==> src/sv/bla_pkg.sv <==
// Shared types and constants for the battery low alarm unit.
// Holds payload structs, alarm mode codes, register indexes and reset values.
// No dependencies.
`default_nettype none

package bla_pkg;

   localparam int MV_W       = 15;
   localparam int TIME_W     = 32;
   localparam int INTERVAL_W = 16;
   localparam int TRANS_W    = 4;
   localparam int CSR_IDX_W  = 3;
   localparam int CSR_DATA_W = 16;

   localparam logic [MV_W-1:0]       FLOOR_MV_RST    = 15'd6000;
   localparam logic [MV_W-1:0]       WARN_MV_RST     = 15'd12200;
   localparam logic [MV_W-1:0]       CRIT_MV_RST     = 15'd11300;
   localparam logic [INTERVAL_W-1:0] INTERVAL_RST    = 16'd500;
   localparam logic [TRANS_W-1:0]    TRANSITIONS_RST = 4'd5;

   typedef enum logic [CSR_IDX_W-1:0] {
      CSR_FLOOR_MV           = 3'd0,
      CSR_WARN_MV            = 3'd1,
      CSR_CRIT_MV            = 3'd2,
      CSR_TOGGLE_INTERVAL_MS = 3'd3,
      CSR_WARN_TRANSITIONS   = 3'd4
   } csr_index_type;

   typedef enum logic [1:0] {
      MODE_IDLE = 2'd0,
      MODE_WARN = 2'd1,
      MODE_CONT = 2'd2
   } alarm_mode_type;

   typedef struct packed {
      logic [MV_W-1:0]   battery_mv;
      logic [TIME_W-1:0] now_ms;
   } req_type;

   typedef struct packed {
      logic       buzzer_on;
      logic [1:0] alarm_mode;
      logic       sample_valid;
   } rsp_type;

endpackage

`default_nettype wire

==> src/sv/battery_low_alarm_unit.sv <==
// Top level of the battery low alarm unit: input register, alarm update, result register.
// Depends on bla_pkg for payload structs, mode codes and register reset values.
// A sample passes the input register and then the result register; throughput: one sample
// per cycle unless rsp_stall holds back a waiting result. The alarm state updates as a sample
// leaves the input register. Synchronous active-high reset restores register defaults, clears
// alarm state and empties both stages.
`default_nettype none

module battery_low_alarm_unit (
   input  wire                                   clock,
   input  wire                                   reset,
   input  wire                                   req_valid,
   output logic                                  req_stall,
   input  wire  bla_pkg::req_type                req_data,
   output logic                                  rsp_valid,
   input  wire                                   rsp_stall,
   output bla_pkg::rsp_type                      rsp_data,
   input  wire                                   csr_wr_en,
   input  wire  [bla_pkg::CSR_IDX_W-1:0]         csr_index,
   input  wire  [bla_pkg::CSR_DATA_W-1:0]        csr_wdata
);
   import bla_pkg::*;

   logic [MV_W-1:0]       floor_mv_ff;
   logic [MV_W-1:0]       warn_mv_ff;
   logic [MV_W-1:0]       crit_mv_ff;
   logic [INTERVAL_W-1:0] interval_ff;
   logic [TRANS_W-1:0]    transitions_ff;

   logic       s1_valid_ff;
   req_type    s1_data_ff;
   logic       out_valid_ff;
   rsp_type    out_data_ff;
   rsp_type    out_data_in;
   logic       advance;

   logic                  hist_valid_ff, hist_valid_in;
   logic [MV_W-1:0]       prev_mv_ff, prev_mv_in;
   alarm_mode_type        mode_ff, mode_in;
   logic                  buzzer_ff, buzzer_in;
   logic [TIME_W-1:0]     last_toggle_ff, last_toggle_in;
   logic [TRANS_W-1:0]    toggles_left_ff, toggles_left_in;

   logic                  crossed;
   logic [TIME_W-1:0]     elapsed;

   assign advance   = !out_valid_ff || !rsp_stall;
   assign req_stall = !advance;
   assign rsp_valid = out_valid_ff;
   assign rsp_data  = out_data_ff;

   always_ff @(posedge clock) begin
      if (reset) begin
         floor_mv_ff    <= FLOOR_MV_RST;
         warn_mv_ff     <= WARN_MV_RST;
         crit_mv_ff     <= CRIT_MV_RST;
         interval_ff    <= INTERVAL_RST;
         transitions_ff <= TRANSITIONS_RST;
      end else if (csr_wr_en) begin
         case (csr_index)
            CSR_FLOOR_MV:           floor_mv_ff    <= csr_wdata[MV_W-1:0];
            CSR_WARN_MV:            warn_mv_ff     <= csr_wdata[MV_W-1:0];
            CSR_CRIT_MV:            crit_mv_ff     <= csr_wdata[MV_W-1:0];
            CSR_TOGGLE_INTERVAL_MS: interval_ff    <= csr_wdata[INTERVAL_W-1:0];
            CSR_WARN_TRANSITIONS:   transitions_ff <= csr_wdata[TRANS_W-1:0];
            default: ;
         endcase
      end
   end

   always_comb begin
      hist_valid_in   = hist_valid_ff;
      prev_mv_in      = prev_mv_ff;
      mode_in         = mode_ff;
      buzzer_in       = buzzer_ff;
      last_toggle_in  = last_toggle_ff;
      toggles_left_in = toggles_left_ff;
      crossed         = (prev_mv_ff >= warn_mv_ff) && (s1_data_ff.battery_mv < warn_mv_ff);
      elapsed         = '0;
      if (s1_data_ff.battery_mv < floor_mv_ff) begin
         mode_in         = MODE_IDLE;
         toggles_left_in = '0;
         buzzer_in       = 1'b0;
         hist_valid_in   = 1'b0;
         prev_mv_in      = s1_data_ff.battery_mv;
      end else if (!hist_valid_ff) begin
         hist_valid_in = 1'b1;
         prev_mv_in    = s1_data_ff.battery_mv;
      end else begin
         if (s1_data_ff.battery_mv < crit_mv_ff) begin
            if (mode_ff != MODE_CONT) begin
               mode_in         = MODE_CONT;
               toggles_left_in = '0;
               buzzer_in       = 1'b1;
            end
         end else begin
            if (mode_ff == MODE_CONT) begin
               mode_in         = MODE_IDLE;
               toggles_left_in = '0;
               buzzer_in       = 1'b0;
            end
            if (crossed && mode_in == MODE_IDLE) begin
               mode_in         = MODE_WARN;
               toggles_left_in = transitions_ff;
               last_toggle_in  = s1_data_ff.now_ms;
               buzzer_in       = 1'b1;
            end
         end
         elapsed = s1_data_ff.now_ms - last_toggle_in;
         if (mode_in == MODE_WARN &&
             elapsed >= {{(TIME_W-INTERVAL_W){1'b0}}, interval_ff}) begin
            last_toggle_in = s1_data_ff.now_ms;
            buzzer_in      = !buzzer_in;
            if (toggles_left_in <= TRANS_W'(1)) begin
               mode_in         = MODE_IDLE;
               toggles_left_in = '0;
               buzzer_in       = 1'b0;
            end else begin
               toggles_left_in = toggles_left_in - TRANS_W'(1);
            end
         end
         prev_mv_in = s1_data_ff.battery_mv;
      end
      out_data_in.buzzer_on    = buzzer_in;
      out_data_in.alarm_mode   = mode_in;
      out_data_in.sample_valid = hist_valid_in;
   end

   always_ff @(posedge clock) begin
      if (reset) begin
         s1_valid_ff     <= 1'b0;
         out_valid_ff    <= 1'b0;
         hist_valid_ff   <= 1'b0;
         prev_mv_ff      <= '0;
         mode_ff         <= MODE_IDLE;
         buzzer_ff       <= 1'b0;
         last_toggle_ff  <= '0;
         toggles_left_ff <= '0;
      end else begin
         if (advance) begin
            out_valid_ff <= s1_valid_ff;
            s1_valid_ff  <= req_valid;
            if (s1_valid_ff) begin
               hist_valid_ff   <= hist_valid_in;
               prev_mv_ff      <= prev_mv_in;
               mode_ff         <= mode_in;
               buzzer_ff       <= buzzer_in;
               last_toggle_ff  <= last_toggle_in;
               toggles_left_ff <= toggles_left_in;
            end
         end
      end
   end

   always_ff @(posedge clock) begin
      if (advance) begin
         if (req_valid) begin
            s1_data_ff <= req_data;
         end
         if (s1_valid_ff) begin
            out_data_ff <= out_data_in;
         end
      end
   end

`ifndef SYNTHESIS
   a_idle_quiet: assert property (@(posedge clock) disable iff (reset)
      mode_ff == MODE_IDLE |-> !buzzer_ff)
      else $error("buzzer sounding while idle");
   a_cont_loud: assert property (@(posedge clock) disable iff (reset)
      mode_ff == MODE_CONT |-> buzzer_ff)
      else $error("buzzer silent during continuous alarm");
   a_no_hist_idle: assert property (@(posedge clock) disable iff (reset)
      !hist_valid_ff |-> mode_ff == MODE_IDLE)
      else $error("alarm active without sample history");
   a_full_stall: assert property (@(posedge clock) disable iff (reset)
      s1_valid_ff && out_valid_ff && rsp_stall |-> req_stall)
      else $error("input taken while both stages are blocked");
   a_rsp_source: assert property (@(posedge clock) disable iff (reset)
      $rose(rsp_valid) |-> $past(s1_valid_ff))
      else $error("result appeared without a sample in the input stage");
`endif

endmodule

`default_nettype wire
==> config.mk <==
export PLATFORM = sky130hd
export DESIGN_NAME = battery_low_alarm_unit
export DESIGN_NICKNAME = d
export VERILOG_FILES = /design/src/sv/bla_pkg.sv /design/src/sv/battery_low_alarm_unit.sv
export SDC_FILE = /design/constraint.sdc
export NUM_CORES = 1
export LEC_CHECK = 0
export BUFFER_PORTS_ARGS = -buffer_cell sky130_fd_sc_hd__buf_2
export CELL_PAD_IN_SITES_DETAIL_PLACEMENT = 2
export CELL_PAD_IN_SITES_GLOBAL_PLACEMENT = 2
export CORE_AREA = 2 2 196 198
export DETAILED_ROUTE_END_ITERATION = 12
export DIE_AREA = 0 0 198 200
export PLACE_DENSITY = 0.72
export SYNTH_ARGS = -nofsm -noshare
export SYNTH_HDL_FRONTEND = slang
export SYNTH_SLANG_ARGS = --single-unit
==> constraint.sdc <==
create_clock -name clock -period 24.5 [get_ports clock]
set_clock_uncertainty 0.1 [all_clocks]
set_input_delay 1.225 -clock clock [delete_from_list [all_inputs] [get_ports clock]]
set_output_delay 1.225 -clock clock [all_outputs]
set_load 0.01 [all_outputs]
==> results.py, run 1 <==
metrics = {
    "finish": {
        "layoutNonFillerInstCount": 1865,
        "antenna_cells": 0,
        "utilization": 0.3333,
        "post_route_cells_drive_above_1_share": 0.09749,
        "final_net_count": 1516,
        "finalInstanceArea_mm2": 0.01247,
        "layout_common_cells": "200 x nand2_1, 124 x a21oi_1, 122 x dfxtp_1, 103 x ha_1, 84 x inv_1",
        "final_common_cell": "nand2_1",
        "area_growth_pct": 12.66,
    },
    "synth": {
        "synth_top_family_by_area": "simple AND/OR/NAND/NOR gates",
        "synth_area_mm2": 0.01107,
        "synth_fp_nets": 1474,
        "synth_enable_flop_cells": 51,
        "yosysTopAreaCellShare": 0.2207,
        "synth_cells": 1299,
        "synth_compound_area_frac": 0.1928,
        "ys_seq_area_frac": 0.3591,
        "synthFlopType": "dfxtp_1",
        "synth_async_sr_flop_share": 0,
        "ys_seq_elements": 173,
        "ys_top_cells_by_area": "dfxtp_1 22%, edfxtp_1 14%, ha_1 12%",
        "synthAdderAreaFrac": 0.1183,
        "synth_simple_gate_area_frac": 0.2056,
        "synth_warnings": 0,
        "synth_cell_types": 76,
        "synth_xor_area_frac": 0.01346,
        "muxShareOfSynthArea": 0.05812,
        "syn_avg_cell_area_um2": 8.519,
        "yosysTopAreaCell": "dfxtp_1",
    },
    "floorplanning": {
        "die_area_mm2": 0.03960,
        "die_w_um": 198,
        "initial_core_util": 0.2959,
        "fp.coreArea_mm2": 0.03740,
        "dieHeight_um": 200,
        "io_pins": 77,
        "fp-row-count": 71,
    },
    "power": {
        "comb_power_share": 0.162,
        "p_seq_frac": 0.444,
        "max-vdd-ir-drop_v": 0.00004641,
        "p_leak_nw": 4.872,
        "p_sw_frac": 0.3131,
        "p_int_mw": 0.4850,
        "powerDensity_mw_per_mm2": 56.63,
        "power.total_mw": 0.7060,
        "p_switching_mw": 0.2210,
        "pwr-share-clk": 0.395,
    },
    "timing": {
        "tns_ns": 0,
        "hold_viol_final": 0,
        "hold_slack_ns": 0.3616,
        "min_period_over_period": 0.4123,
        "setup_ws_ns": 14.40,
        "rsz0062_at_grt": "false",
        "setup_violations": 0,
        "tightestPinTransition_ns": 0.9562,
        "final.min_clock_period_ns": 10.10,
        "relSlewSlack": 0.3625,
        "fmax_mhz": 98.99,
        "slew_viol_final": 0,
    },
    "global_routing": {
        "grtUsageMet3": 0.03024,
        "grt_pass1_wl_mm": 56.28,
        "busiest_layer": "met2",
        "grt_max_degree": 91,
        "grt-ovfl-total": 0,
        "use_met2": 0.3204,
        "antenna_found_initial": 0,
        "met1_usage": 0.2363,
        "track_usage": 0.1842,
        "grt_pass1_vias": 10280,
    },
    "setup_path": {
        "worst-setup-path-type": "reg -> reg",
        "cp-endpoint": "last_toggle_ff[21]",
        "crit_required_ns": 24.73,
        "timing.rr.end": "last_toggle_ff[21]",
        "timing.rr.start": "s1_data_ff[34]",
        "critPathLaunch": "s1_data_ff[34]",
        "crit_fanout": 49,
        "r2r_slack_ns": 14.40,
        "reg2reg_depth": 32,
        "slowest_delay_ns": 0.84,
        "cp_slowest_cell": "and3_4",
        "endpoint_kind": "flip-flop",
        "cp.arrival_ns": 10.33,
        "cp-start-kind": "flip-flop",
    },
    "cts": {
        "clk_latency_ns": 0.47,
        "tritoncts": "done",
        "cts-root-buf": "clkbuf_16",
        "post_cts_buffers": 0,
        "cts.sinks": 173,
        "cts_buffers": 17,
        "ctsHoldBuffers": 0,
        "cts_resized": 0,
        "htreeDepth": 4,
        "clk_pin_slew_ns": 0.08,
        "clock_path_buffers": 2,
    },
    "detailed_routing": {
        "drt_iter0_markers": 319,
        "firstDrtPassIters": 4,
        "ant_nets": 0,
        "wire_per_inst_um": 18.90,
        "drt_wl_total_mm": 35.25,
        "vias_per_cell": 5.153,
        "via_count": 9611,
        "drc": 0,
    },
    "placed_design": {
        "placed_area_mm2": 0.01188,
        "gp_congestion": 0.8533,
        "dp_hpwl_mm": 26.55,
        "pre_cts_slack_ns": 14.53,
        "port_buffers": 76,
        "dp.cells": 1833,
    },
    "flow_run": {
        "max-cap-violations": 0,
    },
    "hold_path": {
        "hold_path.class": "reg -> reg",
    },
    "outcome": {
        "outcome": "complete, no violations",
    },
}
## sequential cells by signal, indices dropped and copies added, names as in the netlist
register,count
s1_data_ff,47
last_toggle_ff,32
interval_ff,16
crit_mv_ff,15
floor_mv_ff,15
prev_mv_ff,15
warn_mv_ff,15
rsp_data,4
toggles_left_ff,4
transitions_ff,4
mode_ff,2
buzzer_ff,1
hist_valid_ff,1
rsp_valid,1
s1_valid_ff,1
## layer usage
metal | up-vias | wire (um) | share of wire
li1 | 4669 | - | -
met1 | 4823 | 16610 | 0.47
met4 | 0 | 531 | 0.015
met3 | 30 | 860 | 0.024
met5 | - | 0 | 0
met2 | 89 | 17250 | 0.49
## worst min path at each step
stage	cells past startpoint	endpoint	slack, ns	startpoint
6_report	2	warn_mv_ff[4]	0.36	warn_mv_ff[4]
5_1_grt	2	floor_mv_ff[14]	0.39	floor_mv_ff[14]
4_1_cts	2	floor_mv_ff[11]	0.36	floor_mv_ff[11]
3_5_place_dp	2	floor_mv_ff[11]	0.35	floor_mv_ff[11]
3_3_place_gp	2	crit_mv_ff[7]	0.34	crit_mv_ff[7]
2_1_floorplan	2	crit_mv_ff[0]	0.33	crit_mv_ff[0]
## cells by family after synthesis
kind of cell / after synthesis
buf+inv: 146
compound gates: 326
simple gates: 469
flops: 173
fa+ha+maj: 104
xor+xnor: 17
mux: 64
## cell usage after synthesis (5+ instances only)
master / n
nand2_1: 200
a21oi_1: 124
dfxtp_1: 122
ha_1: 103
inv_1: 85
nand2b_1: 75
nor2_1: 74
mux2i_1: 62
o21ai_0: 57
clkbuf_1: 51
edfxtp_1: 51
a21o_1: 27
a211o_1: 18
nand3_1: 18
nor2b_1: 17
nand4_1: 15
nor3_1: 15
nand3b_1: 14
o211ai_1: 14
o21a_1: 14
a211oi_1: 12
and3_1: 10
xor2_1: 9
xnor2_1: 8
o2111ai_1: 6
a22oi_1: 5
## power by group through the flow
stage | Combinational [mW] | Sequential [mW] | Clock, mW
after floorplan | 0.0761 | 0.317 | 0
after global placement | 0.111 | 0.319 | 0
after detailed placement | 0.115 | 0.320 | 0
after CTS | 0.116 | 0.313 | 0.290
after global routing | 0.128 | 0.315 | 0.300
final | 0.114 | 0.313 | 0.279
## critical path: cells and delay by family, from the launching register on
kind / cells / cell delay (ns)
adders and majority gates: 4 / 1.26
muxes: 2 / 0.59
xor gates and xnor gates: 1 / 0.17
buffers and inverters: 1 / 0.35
AOI/OAI and AO/OA: 14 / 3.92
and+or+nand+nor: 10 / 3.06
DFF: 1 / 0.47
## final cells by class
| class | instances | area [um^2] |
|---|---|---|
| clock inverters | 15 | 161.4 |
| well taps | 511 | 639.4 |
| inverters | 86 | 322.8 |
| fillers | 4293 | 24930 |
| flip-flops and latches | 173 | 3974 |
| multi-input cells | 980 | 6509 |
| repair buffers | 83 | 435.4 |
| clock buffers | 17 | 425.4 |
Note: power is estimated with default switching activity, not from simulation.
==> run 2, diff against run 1 <==
- PLACE_DENSITY: 0.72 -> 0.74
- clock period: 24.5 -> 8.21 ns (I/O delays scaled with it)
==> results.py, run 2 (synthesis gave the netlist of run 1 again) <==
metrics = {
    "floorplanning": {
        "die_area_mm2": 0.03960,
        "dieHeight_um": 200,
        "die_w_um": 198,
        "fp-row-count": 71,
        "io_pins": 77,
        "initial_core_util": 0.2959,
        "fp.coreArea_mm2": 0.03740,
    },
    "setup_path": {
        "slowest_delay_ns": 0.61,
        "cp-start-kind": "flip-flop",
        "endpoint_kind": "flip-flop",
        "cp_slowest_cell": "or4b_4",
        "critPathLaunch": "s1_data_ff[34]",
        "timing.rr.start": "s1_data_ff[34]",
        "crit_fanout": 32,
        "cp.arrival_ns": 8.03,
        "crit_top_cell": "ha_1",
        "worst-setup-path-type": "reg -> reg",
        "crit_required_ns": 8.43,
    },
    "finish": {
        "final_common_cell": "nand2_1",
        "layout_common_cells": "200 x nand2_1, 123 x a21oi_1, 122 x dfxtp_1, 103 x ha_1, 84 x inv_1",
        "area_growth_pct": 14.33,
        "largest_register_ffs": 47,
        "final_net_count": 1537,
        "antenna_cells": 0,
        "fillCellCount": 4280,
        "reg_top3": "s1_data_ff x47, last_toggle_ff x32, interval_ff x16",
        "top_register": "s1_data_ff",
        "utilization": 0.3383,
        "post_route_cells_drive_above_1_share": 0.1164,
    },
    "hold_path": {
        "hold_path.class": "in -> reg",
        "min-delay-start": "req_data[35]",
    },
    "timing": {
        "tightestPinTransition_ns": 1.057,
        "min_period_over_period": 0.9517,
        "hold_viol_final": 0,
        "fmax_mhz": 128.0,
        "final.min_clock_period_ns": 7.813,
        "relSlewSlack": 0.2773,
        "setup_ws_ns": 0.3966,
        "slew_viol_final": 0,
        "setup_violations": 0,
    },
    "power": {
        "pwr-share-clk": 0.379,
        "p_sw_frac": 0.2983,
        "comb_power_share": 0.171,
        "powerDensity_mw_per_mm2": 164.3,
        "p_seq_frac": 0.450,
        "p_switching_mw": 0.6200,
        "p_int_mw": 1.459,
        "p_leak_nw": 4.965,
        "max-vdd-ir-drop_v": 0.0001770,
    },
    "placed_design": {
        "port_buffers": 76,
        "pre_cts_slack_ns": -0.1116,
        "gp_congestion": 0.9047,
        "dp_hpwl_mm": 26.79,
    },
    "cts": {
        "htreeDepth": 4,
        "tritoncts": "done",
        "cts.sinks": 173,
        "clk_latency_ns": 0.47,
        "cts-root-buf": "clkbuf_16",
        "clk_pin_slew_ns": 0.07,
        "clock_path_buffers": 2,
        "cts_buffers": 17,
    },
    "global_routing": {
        "met1_usage": 0.2369,
        "grt_pass1_vias": 10280,
        "busiest_layer": "met2",
        "antenna_found_initial": 0,
        "track_usage": 0.1855,
        "grt-ovfl-total": 0,
        "grt_pass1_wl_mm": 56.76,
        "grtUsageMet3": 0.02621,
        "use_met2": 0.3277,
        "grt_max_degree": 80,
    },
    "detailed_routing": {
        "vias_per_cell": 5.112,
        "drt_iter0_markers": 428,
        "via_count": 9641,
        "wire_per_inst_um": 19.06,
        "drc": 0,
        "firstDrtPassIters": 5,
        "ant_nets": 0,
        "drt_wl_total_mm": 35.95,
    },
    "flow_run": {
        "max-cap-violations": 0,
    },
    "outcome": {
        "outcome": "complete, no violations",
    },
}
run 2: worst max-delay path, delay by kind of cell, from the launching register on:
kind,cells,cell delay [ns]
adder cells (fa/ha/maj),4,1.20
flip-flops,1,0.48
multiplexers,2,0.53
AND/OR/NAND/NOR,10,2.11
XOR/XNOR,1,0.16
AO/OA/AOI/OAI,14,2.81
buffers and inverters,1,0.24
run 2: final timing paths:
| kind | endpoint | slack (ns) | cells after the start |
|---|---|---|---|
| min | s1_data_ff[35] | 0.02 | 1 |
| max | last_toggle_ff[22] | 0.40 | 32 |
| min reg2reg | interval_ff[1] | 0.36 | 2 |
| max reg2reg | last_toggle_ff[22] | 0.40 | 32 |
run 2: repair_timing:
item                                    CTS  global route
setup buffers                             3             8
pin swaps                                 4             9
gates resized for setup                   8            10
endpoints found under the hold margin     1             0
endpoints found under the setup margin   36            40
hold buffers                              1             0
run 2: through the flow:
stage | hold slack (ns) | area [um^2] | power, mW | TNS [ns] | std cells
after detailed placement | 0.3506 | 11950 | 1.301 | -2.733 | 1842
after global routing | 0.009067 | 12650 | 2.180 | -0.02418 | 1886
after floorplan | 0.3318 | 11070 | 1.173 | 0 | 1299
after global placement | 0.3431 | 11950 | 1.287 | 0 | 1842
after CTS | 0.003383 | 12540 | 2.101 | 0 | 1878
final | 0.02146 | 12650 | 2.079 | 0 | 1886
run 2: layout make-up:
type | instances | area (um^2) | area share
multi-input combinational | 980 | 6568 | 0.5191
sequential | 173 | 3974 | 0.3141
tap | 511 | 639.4 | 0.05054
timing repair buffer | 104 | 606.8 | 0.04797
clock buffer | 23 | 479.2 | 0.03788
inverter | 86 | 322.8 | 0.02552
clock inverter | 9 | 61.31 | 0.004846
run 2: power groups by stage:
stage | clock network, mW | registers (mW) | logic, mW
6_report | 0.789 | 0.935 | 0.355
5_1_grt | 0.844 | 0.939 | 0.397
4_1_cts | 0.812 | 0.936 | 0.353
3_5_place_dp | 0 | 0.955 | 0.346
3_3_place_gp | 0 | 0.954 | 0.333
2_1_floorplan | 0 | 0.946 | 0.227
run 2: layer usage:
| layer | up-vias | part of all wire |
|---|---|---|
| met3 | 33 | 0.020 |
| li1 | 4700 | - |
| met5 | - | 0 |
| met4 | 0 | 0.012 |
| met2 | 102 | 0.50 |
| met1 | 4806 | 0.47 |
